`src/lpg_pkg.sv`:
```
// Shared types and constants of the line pixel generator.
package lpg_pkg;

	localparam int COORD_W     = 7;
	localparam int COLOR_W     = 16;
	localparam int IN_COORD_W  = 8;
	localparam int MAX_RESULTS = 64;
	localparam int CNT_W       = $clog2(MAX_RESULTS);
	localparam int QUEUE_DEPTH = 2;
	localparam int QPTR_W      = (QUEUE_DEPTH > 1) ? $clog2(QUEUE_DEPTH) : 1;
	localparam int QCNT_W      = $clog2(QUEUE_DEPTH + 1);
	localparam int ERR_W       = COORD_W + 2;

	// One classified line, ordered along its major axis.
	typedef struct packed {
		logic [COORD_W-1:0] maj_start;
		logic [COORD_W-1:0] maj_end;
		logic [COORD_W-1:0] min_start;
		logic [COORD_W-1:0] dmaj;
		logic [COORD_W-1:0] dmin;
		logic               steep;
		logic               up;
		logic [COLOR_W-1:0] color;
	} lpg_cmd_t;

endpackage

```
`src/lpg_front.sv`:
```
// Command front end: range check, axis swap and end point ordering.
module lpg_front #(
	parameter int SCREEN_WIDTH  = 64,
	parameter int SCREEN_HEIGHT = 64
) (
	input  logic [lpg_pkg::IN_COORD_W-1:0] x_start,
	input  logic [lpg_pkg::IN_COORD_W-1:0] y_start,
	input  logic [lpg_pkg::IN_COORD_W-1:0] x_end,
	input  logic [lpg_pkg::IN_COORD_W-1:0] y_end,
	input  logic [lpg_pkg::COLOR_W-1:0]    pen_color,
	input  logic                           take,
	output logic                           push,
	output lpg_pkg::lpg_cmd_t              cmd
);
	import lpg_pkg::*;

	logic               on_screen;
	logic [COORD_W-1:0] xa, ya, xb, yb;
	logic [COORD_W-1:0] dx, dy;
	logic               steep;
	logic [COORD_W-1:0] a_maj, a_min, b_maj, b_min;
	logic [COORD_W-1:0] s_maj, s_min, e_maj, e_min;

	always_comb begin
		on_screen = (x_start < IN_COORD_W'(SCREEN_WIDTH)) && (x_end < IN_COORD_W'(SCREEN_WIDTH)) &&
			(y_start < IN_COORD_W'(SCREEN_HEIGHT)) && (y_end < IN_COORD_W'(SCREEN_HEIGHT));
		xa = x_start[COORD_W-1:0];
		ya = y_start[COORD_W-1:0];
		xb = x_end[COORD_W-1:0];
		yb = y_end[COORD_W-1:0];
		dx = (xa > xb) ? (xa - xb) : (xb - xa);
		dy = (ya > yb) ? (ya - yb) : (yb - ya);
		// vertical and horizontal lines fall out as dmin of zero
		steep = dy > dx;
		a_maj = steep ? ya : xa;
		a_min = steep ? xa : ya;
		b_maj = steep ? yb : xb;
		b_min = steep ? xb : yb;
		if (a_maj > b_maj) begin
			s_maj = b_maj;
			s_min = b_min;
			e_maj = a_maj;
			e_min = a_min;
		end else begin
			s_maj = a_maj;
			s_min = a_min;
			e_maj = b_maj;
			e_min = b_min;
		end
		cmd.maj_start = s_maj;
		cmd.maj_end   = e_maj;
		cmd.min_start = s_min;
		cmd.dmaj      = e_maj - s_maj;
		cmd.dmin      = (s_min > e_min) ? (s_min - e_min) : (e_min - s_min);
		cmd.steep     = steep;
		cmd.up        = s_min < e_min;
		cmd.color     = pen_color;
		// drop off-screen lines here
		push = take && on_screen;
	end

endmodule

```
`src/lpg_queue.sv`:
```
// Short queue of classified lines between front end and engine.
module lpg_queue (
	input  logic              clk,
	input  logic              arst_n,
	input  logic              push,
	input  lpg_pkg::lpg_cmd_t wr_cmd,
	input  logic              pop,
	output lpg_pkg::lpg_cmd_t rd_cmd,
	output logic              not_empty,
	output logic              full
);
	import lpg_pkg::*;

	lpg_cmd_t          mem_q [QUEUE_DEPTH];
	logic [QPTR_W-1:0] wr_ptr_q, rd_ptr_q;
	logic [QCNT_W-1:0] count_q;

	assign not_empty = count_q != '0;
	assign full      = count_q == QCNT_W'(QUEUE_DEPTH);
	assign rd_cmd    = mem_q[rd_ptr_q];

	always_ff @(posedge clk) begin
		if (push) begin
			mem_q[wr_ptr_q] <= wr_cmd;
		end
	end

	always_ff @(posedge clk or negedge arst_n) begin
		if (!arst_n) begin
			wr_ptr_q <= '0;
			rd_ptr_q <= '0;
			count_q  <= '0;
		end else begin
			if (push) begin
				wr_ptr_q <= (wr_ptr_q == QPTR_W'(QUEUE_DEPTH - 1)) ? '0 : wr_ptr_q + 1'b1;
			end
			if (pop) begin
				rd_ptr_q <= (rd_ptr_q == QPTR_W'(QUEUE_DEPTH - 1)) ? '0 : rd_ptr_q + 1'b1;
			end
			if (push && !pop) begin
				count_q <= count_q + 1'b1;
			end else if (pop && !push) begin
				count_q <= count_q - 1'b1;
			end
		end
	end

endmodule

```
`src/lpg_engine.sv`:
```
// Bresenham stepping engine: one pixel per cycle from a classified line.
module lpg_engine (
	input  logic                        clk,
	input  logic                        arst_n,
	input  logic                        cmd_ready,
	input  lpg_pkg::lpg_cmd_t           cmd,
	output logic                        pop,
	output logic                        valid,
	output logic [lpg_pkg::COORD_W-1:0] pixel_x,
	output logic [lpg_pkg::COORD_W-1:0] pixel_y,
	output logic [lpg_pkg::COLOR_W-1:0] pixel_color,
	output logic                        last_pixel
);
	import lpg_pkg::*;

	logic                     active_q;
	logic [COORD_W-1:0]       maj_q, maj_end_q, min_q, dmaj_q, dmin_q;
	logic                     steep_q, up_q;
	logic [COLOR_W-1:0]       color_q;
	logic [CNT_W-1:0]         cnt_q;
	logic signed [ERR_W-1:0]  err_q;
	logic signed [ERR_W-1:0]  err_sub;
	logic                     last;

	always_comb begin
		last    = (maj_q == maj_end_q) || (cnt_q == CNT_W'(MAX_RESULTS - 1));
		err_sub = err_q - $signed({2'b00, dmin_q});
		pop     = cmd_ready && (!active_q || last);
	end

	always_ff @(posedge clk or negedge arst_n) begin
		if (!arst_n) begin
			active_q <= 1'b0;
			valid    <= 1'b0;
		end else begin
			valid <= active_q;
			if (pop) begin
				active_q <= 1'b1;
			end else if (active_q && last) begin
				active_q <= 1'b0;
			end
		end
	end

	always_ff @(posedge clk) begin
		if (active_q) begin
			pixel_x     <= steep_q ? min_q : maj_q;
			pixel_y     <= steep_q ? maj_q : min_q;
			pixel_color <= color_q;
			last_pixel  <= last;
		end
		if (pop) begin
			maj_q     <= cmd.maj_start;
			maj_end_q <= cmd.maj_end;
			min_q     <= cmd.min_start;
			dmaj_q    <= cmd.dmaj;
			dmin_q    <= cmd.dmin;
			steep_q   <= cmd.steep;
			up_q      <= cmd.up;
			color_q   <= cmd.color;
			cnt_q     <= '0;
			err_q     <= $signed({2'b00, 1'b0, cmd.dmaj[COORD_W-1:1]});
		end else if (active_q) begin
			maj_q <= maj_q + 1'b1;
			cnt_q <= cnt_q + 1'b1;
			// step the minor axis when the error goes negative
			if (err_sub < 0) begin
				min_q <= up_q ? (min_q + 1'b1) : (min_q - 1'b1);
				err_q <= err_sub + $signed({2'b00, dmaj_q});
			end else begin
				err_q <= err_sub;
			end
		end
	end

endmodule

```
`src/line_pixel_generator_top.sv`:
```
// Top level of the line pixel generator.
//
//   channel   direction  handshake            word
//   command   in         start / busy         x_start y_start x_end y_end pen_color
//   pixel     out        valid (strobe)       pixel_x pixel_y pixel_color last_pixel
//
// A line of N pixels (N = major axis span + 1, at most 64) leaves the
// stepping engine at one pixel per cycle; the engine loop sets the rate.
// A command taken into an idle block goes through the queue, the engine and the
// output registers; queued lines follow each other with no gap.
// Reset empties the queue and idles the engine. busy is high while the queue is
// full; off-screen commands are taken and dropped. The receiver cannot stall.
module line_pixel_generator_top #(
	parameter int SCREEN_WIDTH  = 64,
	parameter int SCREEN_HEIGHT = 64
) (
	input  logic                           clk,
	input  logic                           arst_n,
	input  logic                           start,
	output logic                           busy,
	input  logic [lpg_pkg::IN_COORD_W-1:0] x_start,
	input  logic [lpg_pkg::IN_COORD_W-1:0] y_start,
	input  logic [lpg_pkg::IN_COORD_W-1:0] x_end,
	input  logic [lpg_pkg::IN_COORD_W-1:0] y_end,
	input  logic [lpg_pkg::COLOR_W-1:0]    pen_color,
	output logic                           valid,
	output logic [lpg_pkg::COORD_W-1:0]    pixel_x,
	output logic [lpg_pkg::COORD_W-1:0]    pixel_y,
	output logic [lpg_pkg::COLOR_W-1:0]    pixel_color,
	output logic                           last_pixel
);
	import lpg_pkg::*;

	lpg_cmd_t front_cmd, queue_cmd;
	logic     push, pop, not_empty, full;

	assign busy = full;

	lpg_front #(
		.SCREEN_WIDTH (SCREEN_WIDTH),
		.SCREEN_HEIGHT(SCREEN_HEIGHT)
	) u_front (
		.x_start  (x_start),
		.y_start  (y_start),
		.x_end    (x_end),
		.y_end    (y_end),
		.pen_color(pen_color),
		.take     (start && !full),
		.push     (push),
		.cmd      (front_cmd)
	);

	lpg_queue u_queue (
		.clk      (clk),
		.arst_n   (arst_n),
		.push     (push),
		.wr_cmd   (front_cmd),
		.pop      (pop),
		.rd_cmd   (queue_cmd),
		.not_empty(not_empty),
		.full     (full)
	);

	lpg_engine u_engine (
		.clk        (clk),
		.arst_n     (arst_n),
		.cmd_ready  (not_empty),
		.cmd        (queue_cmd),
		.pop        (pop),
		.valid      (valid),
		.pixel_x    (pixel_x),
		.pixel_y    (pixel_y),
		.pixel_color(pixel_color),
		.last_pixel (last_pixel)
	);

endmodule

```
`config.mk`:
```
export PLATFORM = sky130hd
export DESIGN_NAME = line_pixel_generator_top
export DESIGN_NICKNAME = d
export VERILOG_FILES = /design/src/lpg_pkg.sv /design/src/lpg_front.sv /design/src/lpg_queue.sv /design/src/lpg_engine.sv /design/src/line_pixel_generator_top.sv
export SDC_FILE = /design/constraint.sdc
export NUM_CORES = 1
export LEC_CHECK = 0
export BUFFER_PORTS_ARGS = -buffer_cell sky130_fd_sc_hd__buf_4
export CAP_MARGIN = 10
export CORE_UTILIZATION = 60
export CTS_CLUSTER_SIZE = 40
export DETAILED_ROUTE_END_ITERATION = 8
export GPL_ROUTABILITY_DRIVEN = 0
export PLACE_DENSITY = 0.79
export SYNTH_ARGS = -nofsm -noshare
export SYNTH_HDL_FRONTEND = slang
export SYNTH_HIERARCHICAL = 1
export SYNTH_SLANG_ARGS = --single-unit
export TNS_END_PERCENT = 30
```
`constraint.sdc`:
```
create_clock -name clk -period 5.1 [get_ports clk]
set_clock_uncertainty 0.1 [all_clocks]
set_input_delay 0.255 -clock clk [delete_from_list [all_inputs] [get_ports clk]]
set_output_delay 0.255 -clock clk [all_outputs]
set_load 0.005 [all_outputs]
```
* After elaboration in Yosys (flattened, before gate mapping)
Memories as Yosys holds them, arrays and structs flattened.
Cells that the tools add are included.
** Storage, ports and cells
- Register bits after elaboration :: 105
- RAM bits :: 106
- Logic and storage cells :: 103
- Memories kept :: 1
** Cells by class
- Add/sub/neg operators :: 17
- Magnitude comparators :: 11
- Eq/ne operators :: 3
- Multiplexer cells :: 30
- Reduce and logical (&&, ||, !) cells :: 21
** Memories
- u_queue.mem_q :: words 2, bits a word 53, rd ports 1, clocked after memory_dff 0, write ports 1, line lpg_queue.sv:14 : lpg_cmd_t mem_q [QUEUE_DEPTH];
** Operators with widths (number)
- two-way mux 7 bit :: 19
- subtractor 7 bit :: 7
- greater-than comparator 7 bit :: 5
- less-than comparator 8 x 7 -> 1 bit (second input constant) :: 4
- adder 7 x 1 -> 7 bit (second input constant) :: 2
- two-way mux 6 bit :: 2
- nonzero test 2 bit :: 5
- adder 9 x 8 -> 9 bit :: 1
- logical AND 1 bit :: 9
- less-than comparator 9 x 1 -> 1 bit (second input constant) :: 1
- two-way mux 9 bit :: 1
- subtractor 9 x 8 -> 9 bit :: 1
- equality test 7 bit :: 1
- less-than comparator 7 bit :: 1
- subtractor 7 x 1 -> 7 bit (second input constant) :: 1
- adder 6 x 1 -> 6 bit (second input constant) :: 1
- equality test 6 bit (second input constant) :: 1
- two-way mux 1 bit :: 6
- zero test 1 bit :: 4
- two-way mux 2 bit :: 2
- adder 1 bit (second input constant) :: 2
- adder 2 x 1 -> 2 bit (second input constant) :: 1
- equality test 2 bit (second input constant) :: 1
- logical OR 1 bit :: 2
- other kinds (2) :: 2

* Longest topological paths before layout
- Depth in word-level cells :: 9
- Gate-level depth with buffers :: 42
- Gate-level depth less buffers :: 39

* Cells and area by module
Netlist, hierarchy kept.
** Modules (own cells, without submodules)
- lpg_engine :: times used 1, cells each 342, area an instance 4608.2 sq um, seq. area each 2932.8 sq um
- lpg_queue :: times used 1, cells each 181, area an instance 4264.1 sq um, seq. area each 3283.1 sq um
- lpg_front :: times used 1, cells each 487, area an instance 3412.0 sq um, seq. area each 0.0 sq um
- line_pixel_generator_top :: times used 1, cells each 1, area an instance 13.8 sq um, seq. area each 0.0 sq um

* Worst setup path before layout
Ideal clock, no wire load.
- Path type :: input to register
- Start :: input y_start[1] (netlist name)
- End :: memory u_queue/mem_q[0][24] (netlist name) (data pin)
- Arrival :: 8568 ps
- Data required time :: 4736 ps
- Slack :: -3832 ps
- Stages :: 40
- Cells stage by stage :: inv_1 > ha_1 > nor2b_1 > o21a_1 > o21ai_1 > a21oi_1 > o31ai_2 > mux2i_1 > o221a_1 > o21a_1 > xnor2_1 > ha_1 > a21oi_1 > o21ai_0 > o22ai_2 > clkbuf_1 > clkbuf_1 > clkbuf_1 > [... 4 more ...] > a31oi_1 > and3_1 > nor4_4 > buf_6 > buf_4 > nor2_1 > a211oi_1 > nor2_1 > ha_1 > nor2b_1 > o21ai_0 > a21oi_1 > o41ai_1 > nor2_1 > mux2i_1 > o21ai_0 > a41oi_1 > xnor2_1
** RTL lines
- start: declaration :: line line_pixel_generator_top.sv:22 : input logic [lpg_pkg::IN_COORD_W-1:0] y_start,
- end: declaration :: line lpg_queue.sv:14

==> results.txt <==
The flow ran to the end, but the final reports show violations. The checks that failed: setup timing. The number of buffers added by the clock tree synthesis step came out at 22.

The worst-margin pin slew came out at 1.08 ns. The largest total area in the synthesized netlist belongs to sky130_fd_sc_hd__edfxtp_1. STA puts the critical path data required time at 5.25 ns. The all-layer global routing usage came out at 33.7%. The final net count came out at 1451. The synthesized netlist occupies a cell area of 12300 um^2. The relative area change from synthesis to final layout came out at 35.2%. The type of the worst min-delay path is in2reg. The share of final-layout standard cells stronger than drive strength 1 came out at 43.4%. The longest clock path from root to sink contains 3 buffers. Among all flip-flop cells after synthesis, the most frequent one is sky130_fd_sc_hd__edfxtp_1. The cell row count is 52. The worst setup path is of the in2reg kind. The wire-length estimate of the detail-placed layout is 20.9 mm. The overall die height is 145 um. During I/O placement, the number of pins put on the boundary was 84. The flip-flop and latch count after synthesis is 211. The number of standard cells after synthesis is 1011. The sort of element at the start of the critical path is a primary input.

The die is 145 um wide. After synthesis, the most frequently instantiated cells are sky130_fd_sc_hd__edfxtp_1 (196), sky130_fd_sc_hd__nand2_1 (85), sky130_fd_sc_hd__ha_1 (76). Summing all placed instances gives a cell area of 14500 um^2.

Setup repair after global routing could not meet its margin everywhere. The filler cell count in the final layout is 947. Clock tree synthesis found a total of 211 sinks. The share of flip-flops with an asynchronous set or reset is 2.84%. The cell type of the slowest stage on the worst timing path is sky130_fd_sc_hd__nor3_2. The initial antenna violation count is 0. The share of the clock period used by the worst path came out at 157%. The worst-case headroom to the max-slew limit is 27.8%. Dividing the detail-routed wire length by the instance count gives 26.1 um. During synthesis, Yosys emitted a total of 6 warnings.

The average instance in the mapped netlist occupies 12.2 um^2. The repair_antennas step left the layout with diodes totalling 0. The area of all placed cells without fillers is 16600 um^2.

Yosys mapped a number of flops with a built-in enable equal to 196. Along the worst path, the maximum fanout reaches 8. TritonCTS built the clock tree. For this run, the slowest stage of the critical path takes 0.52 ns.

The max-cap check violation count is 0. The remaining global-route overflow came out at 0. In this run the standard cell core region covers 20200 um^2. Yosys instantiated no cell more often than sky130_fd_sc_hd__edfxtp_1.

The minimum setup slack after placement came out at -2.75 ns. The number of iterations in the first detailed-routing pass came out at 5. The max-slew violation count was 0. The final critical-path setup slack came out at -2.92 ns. The number of hold violations in the final report came out at 0. The detailed router placed 10200 vias in this run. The wire length reported by the detailed router is 41.8 mm.

Sorting the synthesized cells by area gives the leading types as sky130_fd_sc_hd__edfxtp_1 (48%), sky130_fd_sc_hd__ha_1 (7.7%), sky130_fd_sc_hd__mux2_4 (6.0%). The via count of the first global-routing pass came out at 10000. The initial core utilization is 61.0%. The timing-limited maximum frequency is 0.125 GHz.

STA classifies the critical path endpoint as a flop. The critical path arrival is 8.17 ns. The count of H-tree levels built during CTS is 1.

The clock-pin slew of the registers on the worst-case setup and hold paths is 0.07 ns. The final antenna-violating net count came out at 0. The post-synthesis net count came out at 1147. The via density per instance is 6.39. The number of remaining DRC errors came out at 0.

The synthesized design devotes to its leading area cell type 47.9% of total area. The setup violation total in the final timing report came out at 70. Sequential cells were found to cover 50.5% of the synthesized design area. The pin count of the biggest net entering global routing is 55. The first-pass GRT wire length is 54.7 mm. The most frequent cell on the critical path is sky130_fd_sc_hd__buf_4.

The post-layout minimum cycle time is 8.02 ns. The first-iteration detailed-routing DRC count came out at 1157. The clock latency reported for the late side of the worst-skew pair is 0.51 ns. In this run the tool buffered the top-level ports with 83 buffer cells. The area of the die is 21100 um^2. The number of unique standard cell types used by synthesis is 77. The clock root buffer master is sky130_fd_sc_hd__clkbuf_16.
[layout make-up]
type / count / area (um^2) / area share (%)
timing repair buffer: 326 / 2710 / 16.3
clock buffer: 22 / 551 / 3.31
multi-input combinational: 690 / 6380 / 38.4
clock inverter: 16 / 184 / 1.11
tap: 270 / 338 / 2.03
inverter: 64 / 246 / 1.48
sequential: 211 / 6220 / 37.4
[final timing paths]
kind                                       from                  endpoint  slack [ns]  depth (start not counted)
setup reg to reg              u_engine/maj_q[4]         u_engine/maj_q[2]        1.26                          9
max in group asynchronous                arst_n          u_queue/rd_ptr_q        4.01                          3
min in group asynchronous                arst_n            u_engine/valid        0.60                          3
hold / removal                         y_end[7]          u_queue/wr_ptr_q        0.25                          5
setup / recovery                     y_start[1]      u_queue/mem_q[1][24]       -2.92                         43
hold reg to reg            u_engine/color_q[13]  u_engine/pixel_color[13]        0.33                          0
[cells in the final DEF (no fill, tap or decap), types with 8 or more instances in the layout]
cell and instances:
sky130_fd_sc_hd__nor2b_1 10, sky130_fd_sc_hd__a21o_1 13, sky130_fd_sc_hd__nor2_2 12, sky130_fd_sc_hd__mux2_2 21, sky130_fd_sc_hd__edfxtp_1 196, sky130_fd_sc_hd__mux2i_2 9, sky130_fd_sc_hd__dlygate4sd3_1 18, sky130_fd_sc_hd__buf_4 278
sky130_fd_sc_hd__nand3_1 16, sky130_fd_sc_hd__fa_1 9, sky130_fd_sc_hd__clkbuf_16 22, sky130_fd_sc_hd__o21ai_0 20, sky130_fd_sc_hd__xnor2_1 30, sky130_fd_sc_hd__mux2_4 51, sky130_fd_sc_hd__nand2_2 8, sky130_fd_sc_hd__nand2_1 74
sky130_fd_sc_hd__a21oi_1 37, sky130_fd_sc_hd__dfxtp_1 9, sky130_fd_sc_hd__inv_1 58, sky130_fd_sc_hd__a21oi_4 11, sky130_fd_sc_hd__ha_4 14, sky130_fd_sc_hd__buf_6 19, sky130_fd_sc_hd__a21oi_2 22, sky130_fd_sc_hd__xor2_1 27
sky130_fd_sc_hd__and2_4 9, sky130_fd_sc_hd__mux2i_1 27, sky130_fd_sc_hd__o21ai_1 15, sky130_fd_sc_hd__nor2_1 43, sky130_fd_sc_hd__ha_1 60, sky130_fd_sc_hd__nor2_4 9
[repair_timing]
action	4_1_cts	5_1_grt
endpoints found under the setup margin	68	70
hold endpoints to repair	38	0
hold buffers	18	0
pin swaps	54	48
cloned	4	0
setup buffers	27	20
gates resized for setup	109	78
[logic make-up after synthesis]
| kind of cell | after synthesis | synth area share (%) |
|---|---|---|
| AOI/OAI and AO/OA | 182 | 9.29 |
| xor gates and xnor gates | 66 | 4.76 |
| adders and majority gates | 89 | 9.52 |
| and+or+nand+nor | 239 | 9.37 |
| buffers and inverters | 110 | 4.80 |
| muxes | 114 | 11.7 |
| DFF | 211 | 50.5 |
[flip-flops by register name, summed over array words and instances, names as in the netlist, 2 cells and up]
register,flops
u_queue/mem_q,106
u_engine/color_q,16
u_engine/pixel_color,16
u_engine/err_q,9
u_engine/dmaj_q,7
u_engine/dmin_q,7
u_engine/maj_end_q,7
u_engine/maj_q,7
u_engine/min_q,7
u_engine/pixel_x,7
u_engine/pixel_y,7
u_engine/cnt_q,6
u_queue/count_q,2
[routing by layer]
metal | track usage (%) | up-vias | routed length [um]
met2 | 58.1 | 833 | 20300
li1 | - | 4249 | -
met3 | 6.01 | 319 | 4010
met5 | 0 | - | 0
met4 | 20.4 | 0 | 3720
met1 | 39.2 | 4814 | 13700
[critical path, delay by kind of cell]
family,cells,cell delay [ns]
AO/OA/AOI/OAI,15,2.79
AND/OR/NAND/NOR,10,1.78
buffers and inverters,10,1.49
adder cells (fa/ha/maj),4,0.99
multiplexers,2,0.61
XOR/XNOR,2,0.22
[metrics by stage]
step                hold slack [ns]  TNS, ns  utilization [%]  cells
detailed placement          -0.0277   -89.55             72.0   1499
global placement            -0.0295   -76.76             72.0   1499
CTS                           0.199   -43.24             80.1   1584
finish                        0.245   -90.04             82.5   1599
global route                  0.230   -100.0             82.5   1599
floorplan                    -0.141   -92.70                -   1011
Power is not shown: default switching activity piles up to over one toggle a cycle in this logic, so the estimate is an artifact.
